[config.mk]
export PLATFORM = sky130hd
export DESIGN_NAME = fifo_queue_with_search_flat
export DESIGN_NICKNAME = d
export VERILOG_FILES = /design/src/sv/fqs_pkg.sv /design/src/sv/fqs_ifs.sv /design/src/sv/fifo_queue_with_search.sv /design/src/sv/fqs_datapath.sv /design/src/sv/fqs_ctrl.sv /design/src/flat_wrapper.sv
export SDC_FILE = /design/constraint.sdc
export NUM_CORES = 1
export LEC_CHECK = 0
export BUFFER_PORTS_ARGS = -buffer_cell sky130_fd_sc_hd__buf_2
export CORE_MARGIN = 5
export CORE_UTILIZATION = 45
export DETAILED_ROUTE_END_ITERATION = 7
export GPL_ROUTABILITY_DRIVEN = 0
export PLACE_DENSITY = 0.57
export SLEW_MARGIN = 15
export SYNTH_ARGS = -nofsm -noshare
export SYNTH_HDL_FRONTEND = slang
export SYNTH_SLANG_ARGS = --single-unit
[constraint.sdc]
create_clock -name clk -period 13.7 [get_ports clk]
set_input_delay 3.425 -clock clk [delete_from_list [all_inputs] [get_ports clk]]
set_output_delay 3.425 -clock clk [all_outputs]
set_load 0.02 [all_outputs]
[src/sv/fqs_pkg.sv]
// Shared types and codes for the searchable FIFO queue.
package fqs_pkg;

    typedef enum logic [1:0] {
        ACT_ENQUEUE = 2'd0,
        ACT_DEQUEUE = 2'd1,
        ACT_SEARCH  = 2'd2,
        ACT_DISPLAY = 2'd3
    } action_t;

    typedef enum logic [1:0] {
        ST_OK        = 2'd0,
        ST_EMPTY     = 2'd1,
        ST_FULL      = 2'd2,
        ST_NOT_FOUND = 2'd3
    } status_t;

    // Commands from the controller to the datapath.
    typedef struct packed {
        logic    capture;     // take the input word into the item registers
        logic    push;        // write the item value at the tail
        logic    pop;         // retire the head entry
        logic    scan_first;  // read the head entry, start the position count
        logic    scan_next;   // read the entry at the walk pointer
        logic    load;        // load the result register
        status_t res_status;
        logic    res_data;    // result data comes from the store read
        logic    res_pos;     // result position comes from the walk count
        logic    res_last;
    } fqs_cmd_t;

    // Status from the datapath to the controller.
    typedef struct packed {
        action_t action;
        logic    full;
        logic    empty;
        logic    match;       // registered store read equals the sought value
        logic    scan_done;   // the entry just read is the newest one
        logic    out_free;    // the result register can take a word
    } fqs_stat_t;

endpackage

[src/sv/fqs_ifs.sv]
// Valid/ready channel interfaces for requests and responses.
interface fqs_req_if;
    logic               valid;
    logic               ready;
    logic        [1:0]  action;
    logic signed [31:0] value;

    modport source (output valid, action, value, input ready);
    modport sink (input valid, action, value, output ready);
endinterface

interface fqs_rsp_if #(
    parameter int POS_W = 5
);
    logic                valid;
    logic                ready;
    logic        [1:0]   status;
    logic signed [31:0]  data;
    logic [POS_W-1:0]    position;
    logic                last;

    modport source (output valid, status, data, position, last, input ready);
    modport sink (input valid, status, data, position, last, output ready);
endinterface

[src/sv/fifo_queue_with_search.sv]
// Top level of the searchable FIFO queue of signed 32-bit words.
//
// Requests arrive on the req channel: an action (enqueue, dequeue, search,
// display) and a value. Responses leave on the rsp channel as words of
// status, data, position and last; the final word of each request has last
// set. A word moves when valid and ready are both high.
// The block works on one request at a time and raises req.ready only when
// the previous request has been fully handed to the response register.
// Enqueue and an empty-queue response go from acceptance to the response
// word through the idle and execute states; dequeue adds the read state
// because the store read is registered. Search walks the store one entry
// per cycle and reports the position k of the first match, or not found
// after all n entries. Display emits one word per cycle while the receiver
// takes them, n words in all. A new request can be accepted in the cycle
// after the last word of the previous one loads.
// The response register lets one word wait while the next is prepared;
// when the receiver stalls, a display walk holds in place and resumes with it.
// Reset empties the queue (pointers and count to zero) and drops any
// pending response; the store contents need no clearing.
module fifo_queue_with_search
    import fqs_pkg::*;
#(
    parameter int DEPTH = 16
) (
    input logic         clk,
    input logic         rst_n,
    fqs_req_if.sink     req,
    fqs_rsp_if.source   rsp
);

    localparam int IDX_W = (DEPTH > 1) ? $clog2(DEPTH) : 1;
    localparam int CNT_W = $clog2(DEPTH + 1);

    fqs_cmd_t  cmd;
    fqs_stat_t stat;

    fqs_ctrl u_ctrl (
        .clk      (clk),
        .rst_n    (rst_n),
        .in_valid (req.valid),
        .in_ready (req.ready),
        .stat     (stat),
        .cmd      (cmd)
    );

    fqs_datapath #(
        .DEPTH (DEPTH),
        .IDX_W (IDX_W),
        .CNT_W (CNT_W)
    ) u_datapath (
        .clk          (clk),
        .rst_n        (rst_n),
        .cmd          (cmd),
        .stat         (stat),
        .in_action    (req.action),
        .in_value     (req.value),
        .out_ready    (rsp.ready),
        .out_valid    (rsp.valid),
        .out_status   (rsp.status),
        .out_data     (rsp.data),
        .out_position (rsp.position),
        .out_last     (rsp.last)
    );

endmodule

[src/sv/fqs_datapath.sv]
// Ring store, pointers, entry count, walk counter and result register.
module fqs_datapath
    import fqs_pkg::*;
#(
    parameter int DEPTH = 16,
    parameter int IDX_W = 4,
    parameter int CNT_W = 5
) (
    input  logic               clk,
    input  logic               rst_n,
    input  fqs_cmd_t           cmd,
    output fqs_stat_t          stat,
    input  logic        [1:0]  in_action,
    input  logic signed [31:0] in_value,
    input  logic               out_ready,
    output logic               out_valid,
    output logic        [1:0]  out_status,
    output logic signed [31:0] out_data,
    output logic [CNT_W-1:0]   out_position,
    output logic               out_last
);

    logic [31:0] mem [DEPTH];

    logic [IDX_W-1:0] head_reg, head_next;
    logic [IDX_W-1:0] tail_reg, tail_next;
    logic [IDX_W-1:0] ptr_reg, ptr_next;
    logic [CNT_W-1:0] count_reg, count_next;
    logic [CNT_W-1:0] walk_reg, walk_next;
    action_t          action_reg;
    logic [31:0]      value_reg;
    logic [31:0]      rd_data_reg;
    logic [IDX_W-1:0] rd_addr;
    logic             rd_en;

    logic               out_valid_reg, out_valid_next;
    logic        [1:0]  out_status_reg;
    logic signed [31:0] out_data_reg;
    logic [CNT_W-1:0]   out_pos_reg;
    logic               out_last_reg;

    function automatic logic [IDX_W-1:0] next_slot(input logic [IDX_W-1:0] s);
        if (s == IDX_W'(DEPTH - 1)) begin
            return '0;
        end
        return s + 1'b1;
    endfunction

    // Item registers.
    always_ff @(posedge clk or negedge rst_n) begin
        if (!rst_n) begin
            action_reg <= ACT_ENQUEUE;
        end else if (cmd.capture) begin
            action_reg <= action_t'(in_action);
        end
    end

    always_ff @(posedge clk) begin
        if (cmd.capture) begin
            value_reg <= in_value;
        end
    end

    // Store: one write port at the tail, one registered read port.
    assign rd_en   = cmd.scan_first | cmd.scan_next;
    assign rd_addr = cmd.scan_first ? head_reg : ptr_reg;

    always_ff @(posedge clk) begin
        if (cmd.push) begin
            mem[tail_reg] <= value_reg;
        end
    end

    always_ff @(posedge clk) begin
        if (rd_en) begin
            rd_data_reg <= mem[rd_addr];
        end
    end

    always_comb begin
        head_next  = head_reg;
        tail_next  = tail_reg;
        count_next = count_reg;
        ptr_next   = ptr_reg;
        walk_next  = walk_reg;
        if (cmd.push) begin
            tail_next  = next_slot(tail_reg);
            count_next = count_reg + 1'b1;
        end
        if (cmd.pop) begin
            head_next  = next_slot(head_reg);
            count_next = count_reg - 1'b1;
        end
        if (cmd.scan_first) begin
            ptr_next  = next_slot(head_reg);
            walk_next = CNT_W'(1);
        end else if (cmd.scan_next) begin
            ptr_next  = next_slot(ptr_reg);
            walk_next = walk_reg + 1'b1;
        end
    end

    always_ff @(posedge clk or negedge rst_n) begin
        if (!rst_n) begin
            head_reg  <= '0;
            tail_reg  <= '0;
            count_reg <= '0;
            ptr_reg   <= '0;
            walk_reg  <= '0;
        end else begin
            head_reg  <= head_next;
            tail_reg  <= tail_next;
            count_reg <= count_next;
            ptr_reg   <= ptr_next;
            walk_reg  <= walk_next;
        end
    end

    // Result register: a new word may load while the current one is taken.
    always_comb begin
        out_valid_next = out_valid_reg;
        if (cmd.load) begin
            out_valid_next = 1'b1;
        end else if (out_ready) begin
            out_valid_next = 1'b0;
        end
    end

    always_ff @(posedge clk or negedge rst_n) begin
        if (!rst_n) begin
            out_valid_reg <= 1'b0;
        end else begin
            out_valid_reg <= out_valid_next;
        end
    end

    always_ff @(posedge clk) begin
        if (cmd.load) begin
            out_status_reg <= cmd.res_status;
            out_data_reg   <= cmd.res_data ? rd_data_reg : '0;
            out_pos_reg    <= cmd.res_pos ? walk_reg : '0;
            out_last_reg   <= cmd.res_last;
        end
    end

    assign out_valid    = out_valid_reg;
    assign out_status   = out_status_reg;
    assign out_data     = out_data_reg;
    assign out_position = out_pos_reg;
    assign out_last     = out_last_reg;

    assign stat.action    = action_reg;
    assign stat.full      = (count_reg == CNT_W'(DEPTH));
    assign stat.empty     = (count_reg == '0);
    assign stat.match     = (rd_data_reg == value_reg);
    assign stat.scan_done = (walk_reg == count_reg);
    assign stat.out_free  = !out_valid_reg || out_ready;

endmodule

[src/sv/fqs_ctrl.sv]
// Controller state machine that sequences each queue action.
module fqs_ctrl
    import fqs_pkg::*;
(
    input  logic      clk,
    input  logic      rst_n,
    input  logic      in_valid,
    output logic      in_ready,
    input  fqs_stat_t stat,
    output fqs_cmd_t  cmd
);

    typedef enum logic [2:0] {
        S_IDLE = 3'b001,
        S_EXEC = 3'b010,
        S_READ = 3'b100
    } state_t;

    state_t state_reg, state_next;

    always_ff @(posedge clk or negedge rst_n) begin
        if (!rst_n) begin
            state_reg <= S_IDLE;
        end else begin
            state_reg <= state_next;
        end
    end

    assign in_ready = (state_reg == S_IDLE);

    always_comb begin
        cmd        = '0;
        state_next = state_reg;
        unique case (state_reg)
            S_IDLE: begin
                if (in_valid) begin
                    cmd.capture = 1'b1;
                    state_next  = S_EXEC;
                end
            end
            S_EXEC: begin
                if (stat.action == ACT_ENQUEUE) begin
                    if (stat.out_free) begin
                        cmd.load     = 1'b1;
                        cmd.res_last = 1'b1;
                        if (stat.full) begin
                            cmd.res_status = ST_FULL;
                        end else begin
                            cmd.res_status = ST_OK;
                            cmd.push       = 1'b1;
                        end
                        state_next = S_IDLE;
                    end
                end else if (stat.empty) begin
                    if (stat.out_free) begin
                        cmd.load       = 1'b1;
                        cmd.res_status = ST_EMPTY;
                        cmd.res_last   = 1'b1;
                        state_next     = S_IDLE;
                    end
                end else begin
                    // Dequeue reads the head and retires it in the same cycle.
                    cmd.scan_first = 1'b1;
                    cmd.pop        = (stat.action == ACT_DEQUEUE);
                    state_next     = S_READ;
                end
            end
            S_READ: begin
                unique case (stat.action)
                    ACT_DEQUEUE: begin
                        if (stat.out_free) begin
                            cmd.load       = 1'b1;
                            cmd.res_status = ST_OK;
                            cmd.res_data   = 1'b1;
                            cmd.res_last   = 1'b1;
                            state_next     = S_IDLE;
                        end
                    end
                    ACT_SEARCH: begin
                        if (stat.match) begin
                            if (stat.out_free) begin
                                cmd.load       = 1'b1;
                                cmd.res_status = ST_OK;
                                cmd.res_pos    = 1'b1;
                                cmd.res_last   = 1'b1;
                                state_next     = S_IDLE;
                            end
                        end else if (stat.scan_done) begin
                            if (stat.out_free) begin
                                cmd.load       = 1'b1;
                                cmd.res_status = ST_NOT_FOUND;
                                cmd.res_last   = 1'b1;
                                state_next     = S_IDLE;
                            end
                        end else begin
                            cmd.scan_next = 1'b1;
                        end
                    end
                    ACT_DISPLAY: begin
                        // The next read waits until the current word is emitted.
                        if (stat.out_free) begin
                            cmd.load       = 1'b1;
                            cmd.res_status = ST_OK;
                            cmd.res_data   = 1'b1;
                            cmd.res_pos    = 1'b1;
                            cmd.res_last   = stat.scan_done;
                            if (stat.scan_done) begin
                                state_next = S_IDLE;
                            end else begin
                                cmd.scan_next = 1'b1;
                            end
                        end
                    end
                    ACT_ENQUEUE: begin
                        state_next = S_IDLE;
                    end
                    default: begin
                        state_next = S_IDLE;
                    end
                endcase
            end
            default: begin
                state_next = S_IDLE;
            end
        endcase
    end

endmodule

[src/flat_wrapper.sv]
// flat-port wrapper written by rule: the top's interface ports become plain ports
module fifo_queue_with_search_flat import fqs_pkg::*;
#(
    parameter int DEPTH = 16
)
  (clk, rst_n, req_valid, req_action, req_value, req_ready, rsp_valid, rsp_status, rsp_data, rsp_position, rsp_last, rsp_ready);
  fqs_req_if req_i ();
  fqs_rsp_if #(.POS_W(5)) rsp_i ();
  input logic clk;
  input logic rst_n;
  input wire logic [$bits(req_i.valid)-1:0] req_valid;
  input wire logic [$bits(req_i.action)-1:0] req_action;
  input wire logic [$bits(req_i.value)-1:0] req_value;
  output wire logic [$bits(req_i.ready)-1:0] req_ready;
  output wire logic [$bits(rsp_i.valid)-1:0] rsp_valid;
  output wire logic [$bits(rsp_i.status)-1:0] rsp_status;
  output wire logic [$bits(rsp_i.data)-1:0] rsp_data;
  output wire logic [$bits(rsp_i.position)-1:0] rsp_position;
  output wire logic [$bits(rsp_i.last)-1:0] rsp_last;
  input wire logic [$bits(rsp_i.ready)-1:0] rsp_ready;
  assign req_i.valid = req_valid;
  assign req_i.action = req_action;
  assign req_i.value = req_value;
  assign req_ready = req_i.ready;
  assign rsp_valid = rsp_i.valid;
  assign rsp_status = rsp_i.status;
  assign rsp_data = rsp_i.data;
  assign rsp_position = rsp_i.position;
  assign rsp_last = rsp_i.last;
  assign rsp_i.ready = rsp_ready;
  fifo_queue_with_search #(.DEPTH(DEPTH)) u_core (.clk(clk), .rst_n(rst_n), .req(req_i), .rsp(rsp_i));
endmodule
==> results.md <==
- Status: finished clean
- I/O pin total: 80
- Row count: 93
- Nets: 2458
- Vias in the first global route: 19600
- Cell area after synthesis: 29200 µm²
- Yosys top cell area share: 0.634
- Total setup buffers inserted after CTS: 0
- Crit path max-delay family: simple AND/OR/NAND/NOR gates
- Avg Vias per Cell: 6.09
- Unrepaired setup endpoints after global routing: false
- Ys async rst share: 0.0435
- TritonCTS Buffers: 68
- First-pass GRT wire length: 123000 µm
- Required @ worst endpoint: 13.95 ns
- Pwr Total: 6310 µW
- Most common cell in the synthesized netlist: edfxtp_1
- Fin Clk Skew: 0.0215 ns
- Worst min-delay path class: flip-flop to flip-flop
- Synthesized Nets: 2453
- Filler cells: 5508
- Period utilization: 0.402
- Hold_buf cts: 0
- TritonCTS clock tree: done
- Syn Area/Cell: 12.2 µm²
- Min Hold Slack: 0.537 ns
- Routed Antenna Nets: 0
- Worst setup endpoint: u_core.u_datapath.mem[12][11]
- Setup TNS: 0 ns
- Starting Density: 0.454
- Synthesized flop and latch total: 644
- Final core utilization: 0.504
- Worst relative slew slack: 0.260
- Top cells by count, synth: 616 x edfxtp_1, 286 x nand2_1, 269 x a21oi_1, 132 x nand2b_1, 128 x a211oi_1
- Sequential share of the synthesized area: 0.658
- 1st-iter DRT viols: 1753
- Share of cells above drive strength 1: 0.0990
- Fmax: 0.181 GHz
- Remaining DRCs: 0
- DR pass1 iterations: 5
- Worst Max-Slew Pin Slew: 1.11 ns
- Yosys warns: 0
- Largest Register: u_core.u_datapath.mem
- Vias: 20100
- Leakage power: 0.0111 µW
- Synth area leader: edfxtp_1
- Reg-to-reg endpoint: u_core.u_datapath.rd_data_reg[11]
- H-tree depth: 3
- Die width: 265 µm
- Overflow after GRT: 0
- Largest cells by area after synthesis: edfxtp_1 63%, a21oi_1 4.6%, nand2_1 3.7%
- Worst-path cell chain: buf_2 -> nor2b_1 -> nor2_1 -> nand3_1 -> nor2_1 -> and3_2 -> buf_4
- Largest stage delay, worst path: 0.69 ns
- Worst Setup SP: rsp_ready
- Area delta synth->final: 11.0%
- Crit-path most repeated cell: nor2_1
- Tmin final: 5.51 ns
- WS Path Type: primary input to flip-flop
- Crit path launch type: primary input
- Final std cells w/o fill: 3309
- Power Density: 195 nW/µm²
- Die area: 70100 µm²
- Max-Cap Viols: 0
- FF-to-FF Start: u_core.u_datapath.count_reg[0]
- R2r worst-path depth: 8
- Root Buffer: clkbuf_16
- Cells after DPL: 3189
- Routed WL per cell: 25.1 µm
- Antenna violations before repair: 2
- Crit-path slowest cell: and3_2
- Final wirelength: 83200 µm
- Worst reg-to-reg setup slack: 9.00 ns
- Worst-path fanout max: 17
- Count of pins over their slew limit: 0
- # setup viols final: 0
- Total track usage: 0.229
- Max VDD drop: 127 µV
- Largest register FFs: 512
- Clock Tree Buf Depth: 3
- Hpwl dp: 47300 µm
- Largest net degree at the start of global routing: 164
- Core Area: 64300 µm²
- Worst path depth: 7
- Clock Latency Late Sink: 0.60 ns
- Clk slew on worst S/H paths: 0.06 ns
- Endpoint class of the critical path: flip-flop
- Port Buffers: 79
- Most used DFF post-synth: edfxtp_1
- Yosys cell types: 54
- Final Hold Viols: 0
- Post-synth EDFFs: 616
- Hold depth: 1
- Cts repair resizes: 0
- Critical path buffers and inverters: 2
- Die Y: 265 µm
- Mapped Cells: 2400
- ANT cells: 0
- Crit path arrival time: 5.77 ns
- CTS Sinks: 644
-- layer usage --
layer  global-route usage  wire length [µm]  vias to the layer above  part of all wire
met1                0.309             34900                    10000              0.42
li1                     -                 -                     9112                 -
met5                    0                13                        -           0.00016
met2                0.382             40200                      832              0.48
met3               0.0326              5240                      176             0.063
met4               0.0834              2860                        2             0.034
-- worst min path at each step --
stage	startpoint	endpoint	slack [ns]
CTS	u_core.u_datapath.walk_reg[4]	u_core.u_datapath.walk_reg[4]	0.55
global route	u_core.u_datapath.walk_reg[4]	u_core.u_datapath.walk_reg[4]	0.58
finish	u_core.u_datapath.walk_reg[4]	u_core.u_datapath.walk_reg[4]	0.54
detailed placement	u_core.u_datapath.tail_reg[2]	u_core.u_datapath.tail_reg[2]	0.54
floorplan	u_core.u_datapath.walk_reg[4]	u_core.u_datapath.walk_reg[4]	0.48
global placement	u_core.u_datapath.tail_reg[2]	u_core.u_datapath.tail_reg[2]	0.53
-- report_power, final --
| group | switching, µW | internal [µW] | total (µW) | leakage (µW) |
|---|---|---|---|---|
| Clock | 739 | 1010 | 1750 | 0.00101 |
| Sequential | 233 | 2370 | 2600 | 0.00586 |
| Combinational | 1300 | 660 | 1960 | 0.00425 |
| Total | 2270 | 4040 | 6310 | 0.0111 |
-- cell type report --
cell class | count | area (µm²) | area share
sequential | 644 | 19200 | 0.593
clock buffer | 90 | 1860 | 0.0573
clock inverter | 29 | 203 | 0.00625
inverter | 111 | 419 | 0.0129
tap | 855 | 1070 | 0.0330
multi-input combinational | 1465 | 8950 | 0.276
timing repair buffer | 115 | 698 | 0.0215
-- per-stage QoR --
stage	cell area [µm²]	worst slack, ns
after floorplan	29200	6.73
after global placement	30300	7.57
after detailed placement	30300	7.49
after CTS	32400	8.12
after global routing	32400	8.07
final	32400	8.19
-- placed cells by master, fill, tap and decap left out, types with 4 or more instances in the layout --
cell,instances
a21oi_1,269
xor2_1,5
and2_1,39
a311oi_1,64
o2111ai_1,10
edfxtp_1,616
a221oi_1,32
buf_4,34
ha_1,14
nor2b_1,5
o211ai_1,4
xnor2_1,39
buf_2,79
clkbuf_1,18
clkinv_1,17
nand2b_1,131
mux2i_1,4
a31oi_1,34
a211o_1,33
nand4_1,9
nor3_1,4
a21o_1,68
clkbuf_16,71
clkinv_2,8
and2_2,12
dfrtp_1,24
a211oi_1,128
nand3_1,73
mux2_2,4
nor4_1,66
o21ai_0,78
nor2_1,9
and3_1,6
inv_1,108
nand2_1,286
-- cell families after synthesis --
kind of cell               after synthesis  share of synthesized area
DFF                                    644                      0.658
muxes                                   10                    0.00373
xor gates and xnor gates                44                     0.0132
AOI/OAI and AO/OA                      741                      0.166
buffers and inverters                  291                     0.0406
adders and majority gates               15                    0.00669
and+or+nand+nor                        655                      0.113
Power figures use the tool's default switching activity.
